File: src/hw/rtl/polyblep_multiwave_oscillator_defines.svh
// Assertion macros shared by the oscillator RTL.
// No dependencies; include by bare file name.
`ifndef POLYBLEP_MULTIWAVE_OSCILLATOR_DEFINES_SVH
`define POLYBLEP_MULTIWAVE_OSCILLATOR_DEFINES_SVH

// same-cycle implication, disabled in reset
`define PBO_ASSERT_IMP(label, ante, cons) \
    label: assert property (@(posedge clk) disable iff (!rst_n) (ante) |-> (cons)) \
        else $error("pbo assertion failed");

// next-cycle implication, disabled in reset
`define PBO_ASSERT_NXT(label, ante, cons) \
    label: assert property (@(posedge clk) disable iff (!rst_n) (ante) |=> (cons)) \
        else $error("pbo assertion failed");

`endif

File: src/hw/rtl/pbo_pkg.sv
// Types, codes and constant helpers for the polyBLEP oscillator.
// No dependencies.
`timescale 1ns / 1ps
package pbo_pkg;

    localparam logic [1:0] OP_RENDER      = 2'd0;
    localparam logic [1:0] OP_SET_PHASE   = 2'd1;
    localparam logic [1:0] OP_WRITE_TABLE = 2'd2;

    localparam logic [1:0] TM_FIVE   = 2'd0;
    localparam logic [1:0] TM_FOUR   = 2'd1;
    localparam logic [1:0] TM_INTERP = 2'd2;

    localparam logic        ADDR_RATE  = 1'b0;
    localparam logic [18:0] RATE_RESET = 19'd48000;
    localparam logic [15:0] PW_MIN     = 16'd1311;
    localparam logic [15:0] PW_MAX     = 16'd64225;
    localparam logic signed [28:0] ONE_Q24 = 29'sd16777216;
    localparam logic signed [28:0] HALF_Q24 = 29'sd8388608;

    typedef struct packed {
        logic [1:0]  opcode;
        logic [27:0] frequency_mhz;
        logic        saw_on;
        logic        triangle_on;
        logic        pulse_on;
        logic [15:0] pulse_width;
        logic        table_on;
        logic [1:0]  table_mode;
        logic [31:0] start_phase;
        logic [4:0]  entry_index;
        logic [4:0]  entry_value;
    } cmd_t;

    typedef struct packed {
        logic signed [23:0] sample_out;
        logic               wrapped;
    } sample_t;

    typedef struct packed {
        logic        start;
        logic [63:0] dividend;
        logic [31:0] divisor;
        logic [5:0]  qbits;
    } div_req_t;

    typedef struct packed {
        logic        done;
        logic [31:0] quotient;
    } div_rsp_t;

    typedef enum logic [3:0] {
        S_IDLE, S_INC_START, S_INC_WAIT, S_BLEP_START, S_BLEP_DIV, S_BLEP_MUL,
        S_BLEP_RES, S_TBL_POS, S_TBL_RD0, S_TBL_RD1, S_TBL_RD2, S_INTERP_MUL,
        S_INTERP, S_MIX, S_SCALE, S_OUT
    } pbo_state_t;

    // 1/sqrt(n) in Q30
    function automatic logic [30:0] inv_sqrt_q30(input logic [2:0] n);
        logic [30:0] r;
        case (n)
            3'd1:    r = 31'd1073741824;
            3'd2:    r = 31'd759250125;
            3'd3:    r = 31'd619925131;
            3'd4:    r = 31'd536870912;
            default: r = 31'd0;
        endcase
        return r;
    endfunction

    // table step in Q24: 2^25/31 = 1082401 rem 1, 2^25/15 = 2236962 rem 2
    function automatic logic signed [28:0] step_value(input logic [4:0] s, input logic four);
        logic [25:0] u;
        logic [3:0]  h;
        h = s[4:1];
        if (four)
        begin
            u = 26'(h) * 26'd2236962
                + ((h == 4'd15) ? 26'd2 : ((h >= 4'd8) ? 26'd1 : 26'd0));
        end
        else
        begin
            u = 26'(s) * 26'd1082401 + ((s == 5'd31) ? 26'd1 : 26'd0);
        end
        return $signed({3'b000, u}) - ONE_Q24;
    endfunction

endpackage

File: src/hw/rtl/pbo_wtab.sv
// Wave table store: one write port, one registered read port, valid bits.
// Depends on pbo_pkg.
`timescale 1ns / 1ps
module pbo_wtab #(
    parameter int DEPTH = 32,
    parameter int IW    = 5
) (
    input  logic          clk,
    input  logic          rst_n,
    input  logic          we,
    input  logic [IW-1:0] waddr,
    input  logic [4:0]    wdata,
    input  logic [IW-1:0] raddr,
    output logic [4:0]    rdata
);
    import pbo_pkg::*;

    logic [4:0]       mem [DEPTH];
    logic [DEPTH-1:0] valid_reg;
    logic [4:0]       q_reg;
    logic             qv_reg;

    always_ff @(posedge clk or negedge rst_n)
    begin
        if (!rst_n)
            valid_reg <= '0;
        else if (we)
            valid_reg[waddr] <= 1'b1;
    end

    always_ff @(posedge clk)
    begin
        if (we)
            mem[waddr] <= wdata;
        q_reg  <= mem[raddr];
        qv_reg <= valid_reg[raddr];
    end

    // never-written entries read as zero
    assign rdata = qv_reg ? q_reg : 5'd0;

endmodule

File: config.mk
export PLATFORM = sky130hd
export DESIGN_NAME = pbo_wtab
export DESIGN_NICKNAME = d
export VERILOG_FILES = /design/src/hw/rtl/polyblep_multiwave_oscillator_defines.svh /design/src/hw/rtl/pbo_pkg.sv /design/src/hw/rtl/pbo_wtab.sv
export SDC_FILE = /design/constraint.sdc
export NUM_CORES = 1
export LEC_CHECK = 0
export ABC_AREA = 0
export BUFFER_PORTS_ARGS = -buffer_cell sky130_fd_sc_hd__buf_4
export CORE_MARGIN = 3
export CORE_UTILIZATION = 65
export CTS_BUF_LIST = sky130_fd_sc_hd__clkbuf_8
export CTS_CLUSTER_DIAMETER = 200
export CTS_CLUSTER_SIZE = 28
export DETAILED_ROUTE_END_ITERATION = 6
export HOLD_SLACK_MARGIN = 0.06
export PLACE_DENSITY = 0.83
export SLEW_MARGIN = 10
export SYNTH_ARGS = -nofsm -noshare
export SYNTH_HDL_FRONTEND = slang
export SYNTH_SLANG_ARGS = --single-unit
File: constraint.sdc
create_clock -name clk -period 4.3 [get_ports clk]
set_clock_uncertainty 0.1 [all_clocks]
set_input_delay 0.43 -clock clk [delete_from_list [all_inputs] [get_ports clk]]
set_output_delay 0.43 -clock clk [all_outputs]
set_load 0.05 [all_outputs]
Yosys cells after proc, flatten, opt, wreduce, memory -nomap -nowiden
Memories as Yosys holds them, arrays and structs flattened. A register that Yosys moved wholly into a read port is not among the register bits.
Index checks and enable logic that the tools add are counted.
- $lt $le $gt $ge: 3
- muxes and demuxes: 7
- reduce and logical (&&, ||, !) cells: 1
- bitwise gates (word level): 1
- operators by type and width (cell ; count):
    bitwise OR 32 bit ; 1
    < comparator 5 x 6 -> 1 bit (second input constant) ; 2
    binary-select mux 1 bit (select 5 bit) ; 1
    demux 1 bit (select 5 bit) ; 1
    greater-or-equal comparator 5 x 1 -> 1 bit (second input constant) ; 1
    two-way mux 5 bit ; 1
    two-way mux 1 bit ; 4
    logical AND 1 bit ; 1
- bits of input ports: 18
- RAM bits: 160
- memories kept: 1
- word-level logic and storage cells: 15
- register bits after elaboration: 33
- output and inout bits: 5
- memory list (name ; words ; bits a word ; read ports ; clocked after Yosys merged registers in ; wr ports ; RTL line ; RTL):
    mem ; 32 ; 5 ; 1 ; 1 ; 1 ; pbo_wtab.sv:18 ; logic [4:0] mem [DEPTH];

Logic depth before layout (Yosys ltp)
- depth after elaboration: 5
- depth in mapped cells: 5
- gate-level depth less buffers: 3

Worst setup path before layout
OpenSTA, ideal clock, no wires.
- path type: input to register
- start: input port raddr[2]
- end: register q_reg[0] (read register of mem)
- path buffers: 2
- slack: 1930 ps
- data required time: 4079 ps
- arrival time: 2149 ps
- stages: 5
- setup time: 121 ps
- path through: clkbuf_1 > clkbuf_1 > mux4_2 > mux4_2 > mux2_2
- RTL lines (what ; RTL line ; RTL):
    from (decl) ; pbo_wtab.sv:13 ; input logic [IW-1:0] raddr,
    to (decl) ; pbo_wtab.sv:20 ; logic [4:0] q_reg;

==> results.py <==
metrics = {
    "sta": {
        "relSlewSlack": 0.375,
        "finalWorstPathRequiredPeriod_ps": 2330,
        "setup_viol": 0,
        "final-hold-violation-count": 0,
        "worst_pin_slew_ps": 937,
        "final.period_utilization": 0.542,
        "rsz0062_at_grt": "no",
        "fmax_ghz": 0.429,
        "finalSetupTns_ps": 0,
        "slew_viol_final": 0,
    },
    "detailed_routing": {
        "vias": 3616,
        "dr.pass1.iters": 5,
        "wire_per_inst_um": 26.9,
        "drc": 0,
        "drt_wl_total_mm": 14.6,
        "drtIter0Drc": 366,
        "vias_per_cell": 6.65,
        "antenna_left": 0,
    },
    "clocking": {
        "insertion_delay_ps": 470,
        "clk_pin_slew_worst_paths_ps": 90,
        "cts_repair_resize_count": 0,
        "numCtsBuffers": 17,
        "tritoncts": "built",
        "cts_root_buf": "clkbuf_8",
        "ctsLongestPathBuffers": 2,
        "cts.sinks": 198,
        "htree_levels": 4,
    },
    "power_and_ir_drop": {
        "leakage_nw": 2.73,
        "p_per_area_mw_per_mm2": 451,
        "vdd_ir_drop_max_mv": 0.341,
    },
    "finish": {
        "largest_reg_flops": 160,
        "diodes": 0,
        "layout.nets": 406,
        "layout_common_cells": "edfxtp_1, mux4_2, nor2_1",
        "syn_to_final_growth_pct": 8.91,
        "drive_gt1_frac": 0.294,
        "final_common_cell": "edfxtp_1",
        "final_core_util": 0.728,
    },
    "placed_design": {
        "io_buffers": 22,
        "place.gp.congestion": 0.770,
        "dpl.hpwl_mm": 9.03,
    },
    "worst_setup_path": {
        "arrival_ps": 2580,
        "cp_common_cell": "mux4_2",
        "cp_slowest_cell": "buf_4",
        "r2r_cells": 3,
        "slowest_delay_ps": 690,
        "path_class": "input port to register",
        "rrSetupSlack_ps": 2400,
        "cp_max_fo": 48,
        "path_cells": "buf_4 -> mux4_2 -> mux4_2 -> mux2_2",
        "r2r_start": "mem[19][2]",
        "end_kind": "register",
        "start_kind": "input port",
        "r2r_end": "q_reg[2]",
        "required_ps": 4550,
    },
    "logic_synthesis": {
        "ys_types": 18,
        "avgSynthCellArea_um2": 21.3,
        "ys_ff_latch": 198,
        "ys_seq_area_frac": 0.747,
        "synth_xor_area_frac": 0,
        "synth_compound_gate_area_share": 0.00392,
        "synth_top_family_by_area": "multiplexers",
        "yosys_warnings": 0,
        "synthMuxAreaShare": 0.185,
        "synth_fp_nets": 378,
        "synth-simple-area-share": 0.0540,
        "synthAdderAreaFrac": 0,
        "syn_inst": 360,
        "synth_area_mm2": 0.00767,
    },
    "global_routing": {
        "antenna_found_initial": 0,
        "grt_pass1_vias": 3685,
        "grtUsageTotal": 0.247,
        "grt_first_pass_wirelength_mm": 22.7,
        "grt_start_max_net_pins": 49,
        "grt_overflow": 0,
    },
    "min_path": {
        "whs_endpoint": "q_reg[4]",
        "min_path_type": "input port to register",
        "min_path_cells": 2,
        "worstHoldStart": "raddr[3]",
    },
    "floorplan": {
        "die_h_um": 115,
        "row_count": 39,
        "dieWidth_um": 115,
        "die-area_mm2": 0.0131,
        "ios": 23,
        "initial_core_util": 0.669,
        "fp.coreArea_mm2": 0.0115,
    },
    "status": {
        "outcome": "finished clean",
    },
    "job": {
        "max_cap_viol_count": 0,
    },
}
worst max-delay path: cells and delay by family:
kind                   cells  cell delay [ps]
multiplexers               3             1420
buffers and inverters      1              690
metal layers:
| metal | up-vias | wire (µm) | global-route usage |
|---|---|---|---|
| met5 | - | 0 | 0 |
| met4 | 0 | 279 | 0.0871 |
| met3 | 25 | 1160 | 0.0571 |
| met2 | 180 | 7080 | 0.364 |
| met1 | 1908 | 6110 | 0.376 |
| li1 | 1503 | - | - |
through the flow:
stage	power [mW]	hold slack, ps	cell area [µm²]	std cells	setup WS, ps
after floorplan	2.47	34.4	7670	360	1930
after global placement	2.59	309	7930	511	1420
after detailed placement	2.61	311	7930	511	1410
after CTS	3.78	156	8350	544	1920
after global routing	3.89	160	8350	544	1850
final	3.76	185	8350	544	1970
layout make-up:
class	count	area, µm²
clock inverter	14	159
timing repair buffer	23	175
sequential	198	5730
multi-input combinational	148	1860
tap	143	179
fill	620	3120
clock buffer	18	248
Yosys cell counts:
master,n,area share
buf_1,2,0.00098
mux2_2,6,0.0088
and2_1,5,0.0041
nand2_1,1,0.00049
nor2_1,33,0.016
buf_6,3,0.0044
nand3b_1,5,0.0049
clkbuf_1,7,0.0034
dfrtp_1,32,0.10
buf_2,2,0.0013
dfxtp_1,6,0.016
nand3_1,2,0.0013
or3b_1,3,0.0034
or3_1,1,0.00082
o21bai_1,4,0.0039
or2_1,28,0.023
edfxtp_1,160,0.63
mux4_2,60,0.18
worst max-delay path by stage:
stage / startpoint / end / slack, ps
6_report: raddr[0] / q_reg[2] / 1970
5_1_grt: raddr[0] / q_reg[2] / 1850
4_1_cts: raddr[0] / q_reg[2] / 1920
3_5_place_dp: raddr[0] / q_reg[2] / 1410
3_3_place_gp: raddr[0] / q_reg[2] / 1420
2_1_floorplan: raddr[2] / q_reg[0] / 1930
repair_timing:
item	in CTS	in global routing
endpoints found under the hold margin	32	0
hold buffers	1	0
buffers inserted	0	0
cell families (layout without fill, tap and decap cells):
family / count (synthesis) / count (layout)
AND/OR/NAND/NOR: 78 / 78
buffers and inverters: 14 / 55
AO/OA/AOI/OAI: 4 / 4
flip-flops: 198 / 198
multiplexers: 66 / 66
where the power goes:
part | internal [mW] | total (mW) | leakage [nW] | switching, mW
Sequential | 2.16 | 2.21 | 1.86 | 0.0430
Combinational | 0.166 | 0.359 | 0.665 | 0.193
Clock | 0.585 | 1.20 | 0.207 | 0.613
(Power assumes the default switching activity.)
