===== src/hw/rtl/polyblep_multiwave_oscillator_defines.svh =====
// Assertion macros shared by the oscillator RTL.
// No dependencies; include by bare file name.
`ifndef POLYBLEP_MULTIWAVE_OSCILLATOR_DEFINES_SVH
`define POLYBLEP_MULTIWAVE_OSCILLATOR_DEFINES_SVH

// same-cycle implication, disabled in reset
`define PBO_ASSERT_IMP(label, ante, cons) \
    label: assert property (@(posedge clk) disable iff (!rst_n) (ante) |-> (cons)) \
        else $error("pbo assertion failed");

// next-cycle implication, disabled in reset
`define PBO_ASSERT_NXT(label, ante, cons) \
    label: assert property (@(posedge clk) disable iff (!rst_n) (ante) |=> (cons)) \
        else $error("pbo assertion failed");

`endif


===== src/hw/rtl/pbo_pkg.sv =====
// Types, codes and constant helpers for the polyBLEP oscillator.
// No dependencies.
`timescale 1ns / 1ps
package pbo_pkg;

    localparam logic [1:0] OP_RENDER      = 2'd0;
    localparam logic [1:0] OP_SET_PHASE   = 2'd1;
    localparam logic [1:0] OP_WRITE_TABLE = 2'd2;

    localparam logic [1:0] TM_FIVE   = 2'd0;
    localparam logic [1:0] TM_FOUR   = 2'd1;
    localparam logic [1:0] TM_INTERP = 2'd2;

    localparam logic        ADDR_RATE  = 1'b0;
    localparam logic [18:0] RATE_RESET = 19'd48000;
    localparam logic [15:0] PW_MIN     = 16'd1311;
    localparam logic [15:0] PW_MAX     = 16'd64225;
    localparam logic signed [28:0] ONE_Q24 = 29'sd16777216;
    localparam logic signed [28:0] HALF_Q24 = 29'sd8388608;

    typedef struct packed {
        logic [1:0]  opcode;
        logic [27:0] frequency_mhz;
        logic        saw_on;
        logic        triangle_on;
        logic        pulse_on;
        logic [15:0] pulse_width;
        logic        table_on;
        logic [1:0]  table_mode;
        logic [31:0] start_phase;
        logic [4:0]  entry_index;
        logic [4:0]  entry_value;
    } cmd_t;

    typedef struct packed {
        logic signed [23:0] sample_out;
        logic               wrapped;
    } sample_t;

    typedef struct packed {
        logic        start;
        logic [63:0] dividend;
        logic [31:0] divisor;
        logic [5:0]  qbits;
    } div_req_t;

    typedef struct packed {
        logic        done;
        logic [31:0] quotient;
    } div_rsp_t;

    typedef enum logic [3:0] {
        S_IDLE, S_INC_START, S_INC_WAIT, S_BLEP_START, S_BLEP_DIV, S_BLEP_MUL,
        S_BLEP_RES, S_TBL_POS, S_TBL_RD0, S_TBL_RD1, S_TBL_RD2, S_INTERP_MUL,
        S_INTERP, S_MIX, S_SCALE, S_OUT
    } pbo_state_t;

    // 1/sqrt(n) in Q30
    function automatic logic [30:0] inv_sqrt_q30(input logic [2:0] n);
        logic [30:0] r;
        case (n)
            3'd1:    r = 31'd1073741824;
            3'd2:    r = 31'd759250125;
            3'd3:    r = 31'd619925131;
            3'd4:    r = 31'd536870912;
            default: r = 31'd0;
        endcase
        return r;
    endfunction

    // table step in Q24: 2^25/31 = 1082401 rem 1, 2^25/15 = 2236962 rem 2
    function automatic logic signed [28:0] step_value(input logic [4:0] s, input logic four);
        logic [25:0] u;
        logic [3:0]  h;
        h = s[4:1];
        if (four)
        begin
            u = 26'(h) * 26'd2236962
                + ((h == 4'd15) ? 26'd2 : ((h >= 4'd8) ? 26'd1 : 26'd0));
        end
        else
        begin
            u = 26'(s) * 26'd1082401 + ((s == 5'd31) ? 26'd1 : 26'd0);
        end
        return $signed({3'b000, u}) - ONE_Q24;
    endfunction

endpackage


===== src/hw/rtl/pbo_div.sv =====
// Shared restoring divider, one quotient bit per cycle.
// Depends on pbo_pkg (div_req_t, div_rsp_t).
`timescale 1ns / 1ps
module pbo_div (
    input  logic              clk,
    input  logic              rst_n,
    input  pbo_pkg::div_req_t req,
    output pbo_pkg::div_rsp_t rsp
);
    import pbo_pkg::*;

    logic [5:0]  cnt_reg;
    logic        done_reg;
    logic [63:0] num_reg;
    logic [31:0] den_reg;
    logic [31:0] rem_reg;
    logic [31:0] q_reg;
    logic [32:0] trial;
    logic        fits;

    // caller guarantees dividend >> qbits < divisor
    assign trial = {rem_reg, num_reg[cnt_reg - 6'd1]};
    assign fits  = trial >= {1'b0, den_reg};

    always_ff @(posedge clk or negedge rst_n)
    begin
        if (!rst_n)
        begin
            cnt_reg  <= '0;
            done_reg <= 1'b0;
        end
        else
        begin
            done_reg <= (cnt_reg == 6'd1);
            if (req.start)
                cnt_reg <= req.qbits;
            else if (cnt_reg != 6'd0)
                cnt_reg <= cnt_reg - 6'd1;
        end
    end

    always_ff @(posedge clk)
    begin
        if (req.start)
        begin
            num_reg <= req.dividend;
            den_reg <= req.divisor;
            rem_reg <= 32'(req.dividend >> req.qbits);
            q_reg   <= '0;
        end
        else if (cnt_reg != 6'd0)
        begin
            rem_reg <= fits ? 32'(trial - {1'b0, den_reg}) : trial[31:0];
            q_reg   <= {q_reg[30:0], fits};
        end
    end

    assign rsp.done     = done_reg;
    assign rsp.quotient = q_reg;

endmodule


===== config.mk =====
export PLATFORM = sky130hd
export DESIGN_NAME = pbo_div
export DESIGN_NICKNAME = d
export VERILOG_FILES = /design/src/hw/rtl/polyblep_multiwave_oscillator_defines.svh /design/src/hw/rtl/pbo_pkg.sv /design/src/hw/rtl/pbo_div.sv
export SDC_FILE = /design/constraint.sdc
export NUM_CORES = 1
export LEC_CHECK = 0
export ABC_CLOCK_PERIOD_IN_PS = 13400
export CORE_AREA = 2 2 125 249
export CTS_CLUSTER_SIZE = 14
export DETAILED_ROUTE_END_ITERATION = 8
export DIE_AREA = 0 0 127 251
export DONT_BUFFER_PORTS = 1
export HOLD_SLACK_MARGIN = 0.08
export SLEW_MARGIN = 20
export SYNTH_ARGS = -nofsm -noshare
export SYNTH_HDL_FRONTEND = slang
export SYNTH_SLANG_ARGS = --single-unit

===== constraint.sdc =====
create_clock -name clk -period 13.4 [get_ports clk]
set_clock_uncertainty 0.1 [all_clocks]
set_input_delay 2.01 -clock clk [delete_from_list [all_inputs] [get_ports clk]]
set_output_delay 2.01 -clock clk [all_outputs]
set_load 0.01 [all_outputs]

After elaboration in Yosys (flattened, before gate mapping)
Cells that the tools add are included.
{ "op_classes": {"n_addsub": 2, "n_lt_le_gt_ge": 2, "eq_ne": 1, "shift": 1, "n_mux": 7, "reduce_logical": 2} }
{ "ops": {"columns": ["operator", "count"], "rows": [
  ["32-bit two-way mux", 3],
  ["64-bit by 6-bit right shift with 32-bit output", 1],
  ["33-bit by 32-bit >= comparator with 1-bit output", 1],
  ["32-bit subtractor", 1],
  ["6-bit two-way mux", 2],
  ["6-bit by 7-bit < comparator with 1-bit output, second input constant", 1],
  ["1-bit binary-select mux with 6-bit select", 1],
  ["6-bit by 1-bit equality test with 1-bit output, second input constant", 1],
  ["6-bit nonzero test", 1],
  ["6-bit by 1-bit subtractor with 6-bit output, second input constant", 1],
  ["2-bit nonzero test", 1],
  ["1-bit two-way mux", 1]
]} }
{ "word_totals": {"regBits": 167, "input_bits": 105} }

Logic depth before layout (Yosys ltp)
{ "depth": {"word_depth": 7, "depth_mapped": 22, "mapped_depth_nobuf": 18} }

Worst setup path after synthesis
Ideal clock, no wire load.
{ "synth_timing": {"kind": "reg-to-reg", "startpoint": "register cnt_reg[0]", "endpoint": "register rem_reg[22], data pin", "t_arrival_ps": 5238, "setup_slack_ps": 7802, "stages_incl_launch_ff": 22, "synth_period_minus_slack_ps": 5598, "cell_sequence": "dfrtp_1 > buf_4 > buf_4 > inv_1 > ha_1 > buf_2 > clkbuf_1 > mux4_2 > mux4_2 > mux2_2 > o21ai_0 > ha_1 > inv_1 > fa_1 > a211oi_1 > o21bai_1 > a21oi_1 > o221ai_2 > a221o_1 > a21o_1 > xor2_1 > a221o_1"} }
{ "synth_via": {"elab_chain_cells": 7, "word_cells_on_any_way": 8, "classes_between": "2 x add/sub; 1 x order compare; 5 x mux"} }
{ "synth_lines": {"columns": ["element", "line_no", "text"], "rows": [
  ["from (decl)", "pbo_div.sv:12", "logic [5:0] cnt_reg;"],
  ["from (signal assigned)", "pbo_div.sv:36", "cnt_reg <= req.qbits;"],
  ["from (signal assigned)", "pbo_div.sv:38", "cnt_reg <= cnt_reg - 6'd1;"],
  ["6-bit by 1-bit subtractor with 6-bit output *", "pbo_div.sv:22", "assign trial = {rem_reg, num_reg[cnt_reg - 6'd1]};"],
  ["1-bit binary-select mux with 6-bit select *", "pbo_div.sv:22", null],
  ["1-bit two-way mux (implied by the code) *", "pbo_div.sv:22", null],
  ["32-bit subtractor / 33-bit by 32-bit >= comparator with 1-bit output (equally long branches)", "pbo_div.sv:53, pbo_div.sv:23", null],
  ["32-bit two-way mux *", "pbo_div.sv:53", "rem_reg <= fits ? 32'(trial - {1'b0, den_reg}) : trial[31:0];"],
  ["32-bit two-way mux *", "pbo_div.sv:51", "else if (cnt_reg != 6'd0)"],
  ["32-bit two-way mux *", "pbo_div.sv:44", "if (req.start)"],
  ["to (signal assigned)", "pbo_div.sv:48", "rem_reg <= 32'(req.dividend >> req.qbits);"],
  ["to (signal assigned)", "pbo_div.sv:53", null],
  ["to (decl)", "pbo_div.sv:16", "logic [31:0] rem_reg;"]
]} }
Every way passes the cells marked *; elsewhere a longest branch is shown, timed or not. The select of a mux whose other input is x is not followed.
A chain may end at the register's enable or synchronous reset.

Worst setup path in the final report
{ "layout_timing": {"startpoint": "register cnt_reg[1]", "endpoint": "register rem_reg[22], data pin"} }
Same word-level chain as after synthesis.

==> flow_metrics.tcl <==
set metrics [dict create \
    final_cell_area_mm2 0.0126 \
    slew_headroom_pct 36.3 \
    synth_edf_count 128 \
    coreArea_mm2 0.0300 \
    dieHeight_um 251 \
    yosysUniqueCellTypes 64 \
    drive_above_1_share_pct 15.6 \
    largest_reg_flops 64 \
    drt_iter0_drc 757 \
    seq_area_frac_synth_pct 39.4 \
    first_global_vias 8574 \
    die_width_um 127 \
    synth-seq-cells 167 \
    vias_per_cell 6.15 \
    cts_root_buffer "clkbuf_16" \
    tightest_slew_ps 943 \
    status "finished clean" \
    clk_latency_ps 470 \
    ant_nets 0 \
    h-tree-depth 4 \
    critPathMaxFanout 17 \
    rsz0062_at_grt "no" \
    final.min_clock_period_ps 6110 \
    wl_per_cell_um 23.8 \
    fillers 2864 \
    cp-end-kind "register" \
    syn_area_mm2 0.0118 \
    syn_inst 1095 \
    ioPinCount 138 \
    hpwl_mm 25.2 \
    synthDominantCellAreaShare_pct 32.5 \
    track_usage_pct 21.3 \
    antenna_found_initial 0 \
    num_vias 8776 \
    power_density_mw_per_mm2 169 \
    finalCritPeriodShare_pct 45.6 \
    cp_slowest_cell "ha_1" \
    synthMostInstantiatedCell "nand2_1" \
    slowest_delay_ps 800 \
    nNetsFinal 1187 \
    drt-pass1-iter-count 5 \
    worstHoldStart "q_reg[31]$_SDFFE_PP0P_" \
    placed_cell_area_mm2 0.0120 \
    fmax_ghz 0.164 \
    synth_nets 1235 \
    initial_core_util_pct 39.5 \
    grt_max_degree 172 \
    r2r_setup_slack_ps 7290 \
    yosys.area.top_type "edfxtp_1" \
    clk_path_buf_depth 2 \
    synth_area_per_cell_um2 10.8 \
    cts_tree "built" \
    start_kind "register" \
    clkTransAtPathRegs_ps 70 \
    ys_top_cells_by_count "nand2_1, edfxtp_1, mux2i_1, mux4_2, a21oi_1" \
    worstRegToRegCells 17 \
    cts.sinks 167 \
    hold_path_depth 2 \
    ys_top_cells_by_area "edfxtp_1, mux4_2, mux2i_1" \
    area_delta_synth_final_pct 6.19 \
    ctsResizeCount 0 \
    worstHoldPathType "register to register" \
    hold_end "q_reg[31]$_SDFFE_PP0P_" \
    routed_wirelength_mm 34.0 \
    port_buffers 0 \
    cts-hold-fix-buffers 0 \
    hold_viol 0 \
    core.rowCount 90 \
    finish.utilization_pct 41.9 \
    path_cells "inv_1 > ha_1 > mux4_2 > mux4_2 > mux2_2 > o21ai_0 > ha_1 > inv_1 > fa_1 > a211oi_1 > o21bai_1 > a21oi_1 > o221ai_2 > a221o_1 > a21o_1 > xor2_1 > a221o_1" \
    grt_pass1_wl_mm 51.5 \
    fin_setup_tns_ps 0 \
    ff_latch_area_mm2 0.00466 \
    multiInputGateArea_mm2 0.00665 \
    ys_warn_count 0 \
    synth_ff_type "edfxtp_1" \
    gr-total-overflow 0 \
    r2r-start "cnt_reg[1]$_DFFE_PN0P_" \
    regToRegEndpoint "rem_reg[22]$_DFFE_PP_" \
    crit_arrival_ps 6230 \
    antenna_cells 0 \
    vdd_drop_max_mv 0.0982 \
    worstPathRequired_ps 13520 \
    path_class "register to register" \
    drcViolationCount 0 \
    async_flop_share_pct 4.19 \
    hold_slack_ps 401 \
    p_leak_nw 4.75 \
    post-cts-setup-buffers 0 \
    numCtsBuffers 17 \
    die_area_mm2 0.0319 \
    place_congestion 0.966 \
    maxSlewViolCount 0 \
    cap_viol_max_count 0 \
    setup_viol 0 \
]
==> worst max path at each step <==
| stage | start | to | slack [ps] | cells after the start |
|---|---|---|---|---|
| after global placement | cnt_reg[1]$_DFFE_PN0P_ | rem_reg[22]$_DFFE_PP_ | 7550 | 17 |
| final | cnt_reg[1]$_DFFE_PN0P_ | rem_reg[22]$_DFFE_PP_ | 7290 | 17 |
| after CTS | cnt_reg[1]$_DFFE_PN0P_ | rem_reg[22]$_DFFE_PP_ | 7340 | 17 |
| after floorplan | cnt_reg[0]$_DFFE_PN0P_ | rem_reg[22]$_DFFE_PP_ | 7800 | 21 |
| after global routing | cnt_reg[1]$_DFFE_PN0P_ | rem_reg[22]$_DFFE_PP_ | 7000 | 17 |
| after detailed placement | cnt_reg[1]$_DFFE_PN0P_ | rem_reg[22]$_DFFE_PP_ | 7380 | 17 |
==> critical path, delay by kind of cell (launching register included) <==
family	cells	cell delay (ps)
xor+xnor	1	140
fa+ha+maj	3	1490
flops	1	360
mux	3	1180
buf+inv	2	130
compound gates	8	2460
==> per-stage QoR <==
step	instances	setup WS, ps	power [mW]
floorplan	1095	7800	1.45
global placement	1396	7550	1.63
detailed placement	1396	7380	1.64
CTS	1428	7340	2.12
global route	1428	7000	2.24
finish	1428	7290	2.12
==> cell type report <==
| class | instances | share of cell area [%] |
|---|---|---|
| clock buffers | 17 | 3.39 |
| clock inverters | 15 | 1.06 |
| inverters | 44 | 1.32 |
| multi-input cells | 809 | 53.0 |
| flip-flops and latches | 167 | 37.1 |
| well taps | 368 | 3.67 |
| repair buffers | 8 | 0.479 |
==> placed cells by master, fill, tap and decap left out, types with 5 or more instances in the layout <==
master / synthesis / final
a21o_1: 17 / 17
xor2_1: 16 / 16
nor2b_1: 5 / 5
nor3_1: 6 / 5
nand2_1: 161 / 161
dfrtp_1: 7 / 7
a211oi_1: 15 / 15
mux2i_1: 89 / 89
o31ai_1: 6 / 6
a31oi_1: 7 / 7
nand2b_1: 6 / 6
nand4_1: 6 / 6
a21oi_1: 83 / 83
o22ai_1: 14 / 14
clkbuf_16: 0 / 17
xnor2_1: 16 / 16
o211ai_1: 5 / 5
edfxtp_1: 128 / 128
a221o_1: 9 / 9
nand3b_1: 5 / 5
mux2_2: 30 / 30
o21ai_0: 57 / 57
nor2_1: 71 / 71
buf_4: 8 / 8
and3_1: 6 / 6
inv_1: 43 / 43
nand3_1: 7 / 7
ha_1: 34 / 34
mux4_2: 84 / 84
dfxtp_1: 32 / 32
==> routing by layer <==
layer | vias up | global-route usage [%] | share of wire (%)
met3 | 55 | 4.77 | 5.7
met4 | 0 | 8.04 | 3.1
met1 | 4341 | 25.6 | 39
li1 | 4038 | - | -
met2 | 342 | 37.1 | 52
met5 | - | 0 | 0
==> logic make-up (layout without fill, tap and decap cells) <==
group                    after synthesis  in the layout  share of synthesized area (%)
AND/OR/NAND/NOR                      290            290                           10.5
AO/OA/AOI/OAI                        249            249                           13.1
multiplexers                         203            203                           26.4
flip-flops                           167            167                           39.4
buffers and inverters                119             84                           4.37
adder cells (fa/ha/maj)               35             35                           3.77
XOR/XNOR                              32             32                           2.37
==> report_power, final <==
group / internal, mW / total (mW) / switching, mW
Sequential: 0.661 / 0.716 / 0.0546
Combinational: 0.414 / 0.927 / 0.514
Clock: 0.244 / 0.476 / 0.233
Total: 1.32 / 2.12 / 0.801
(Power assumes the default switching activity.)
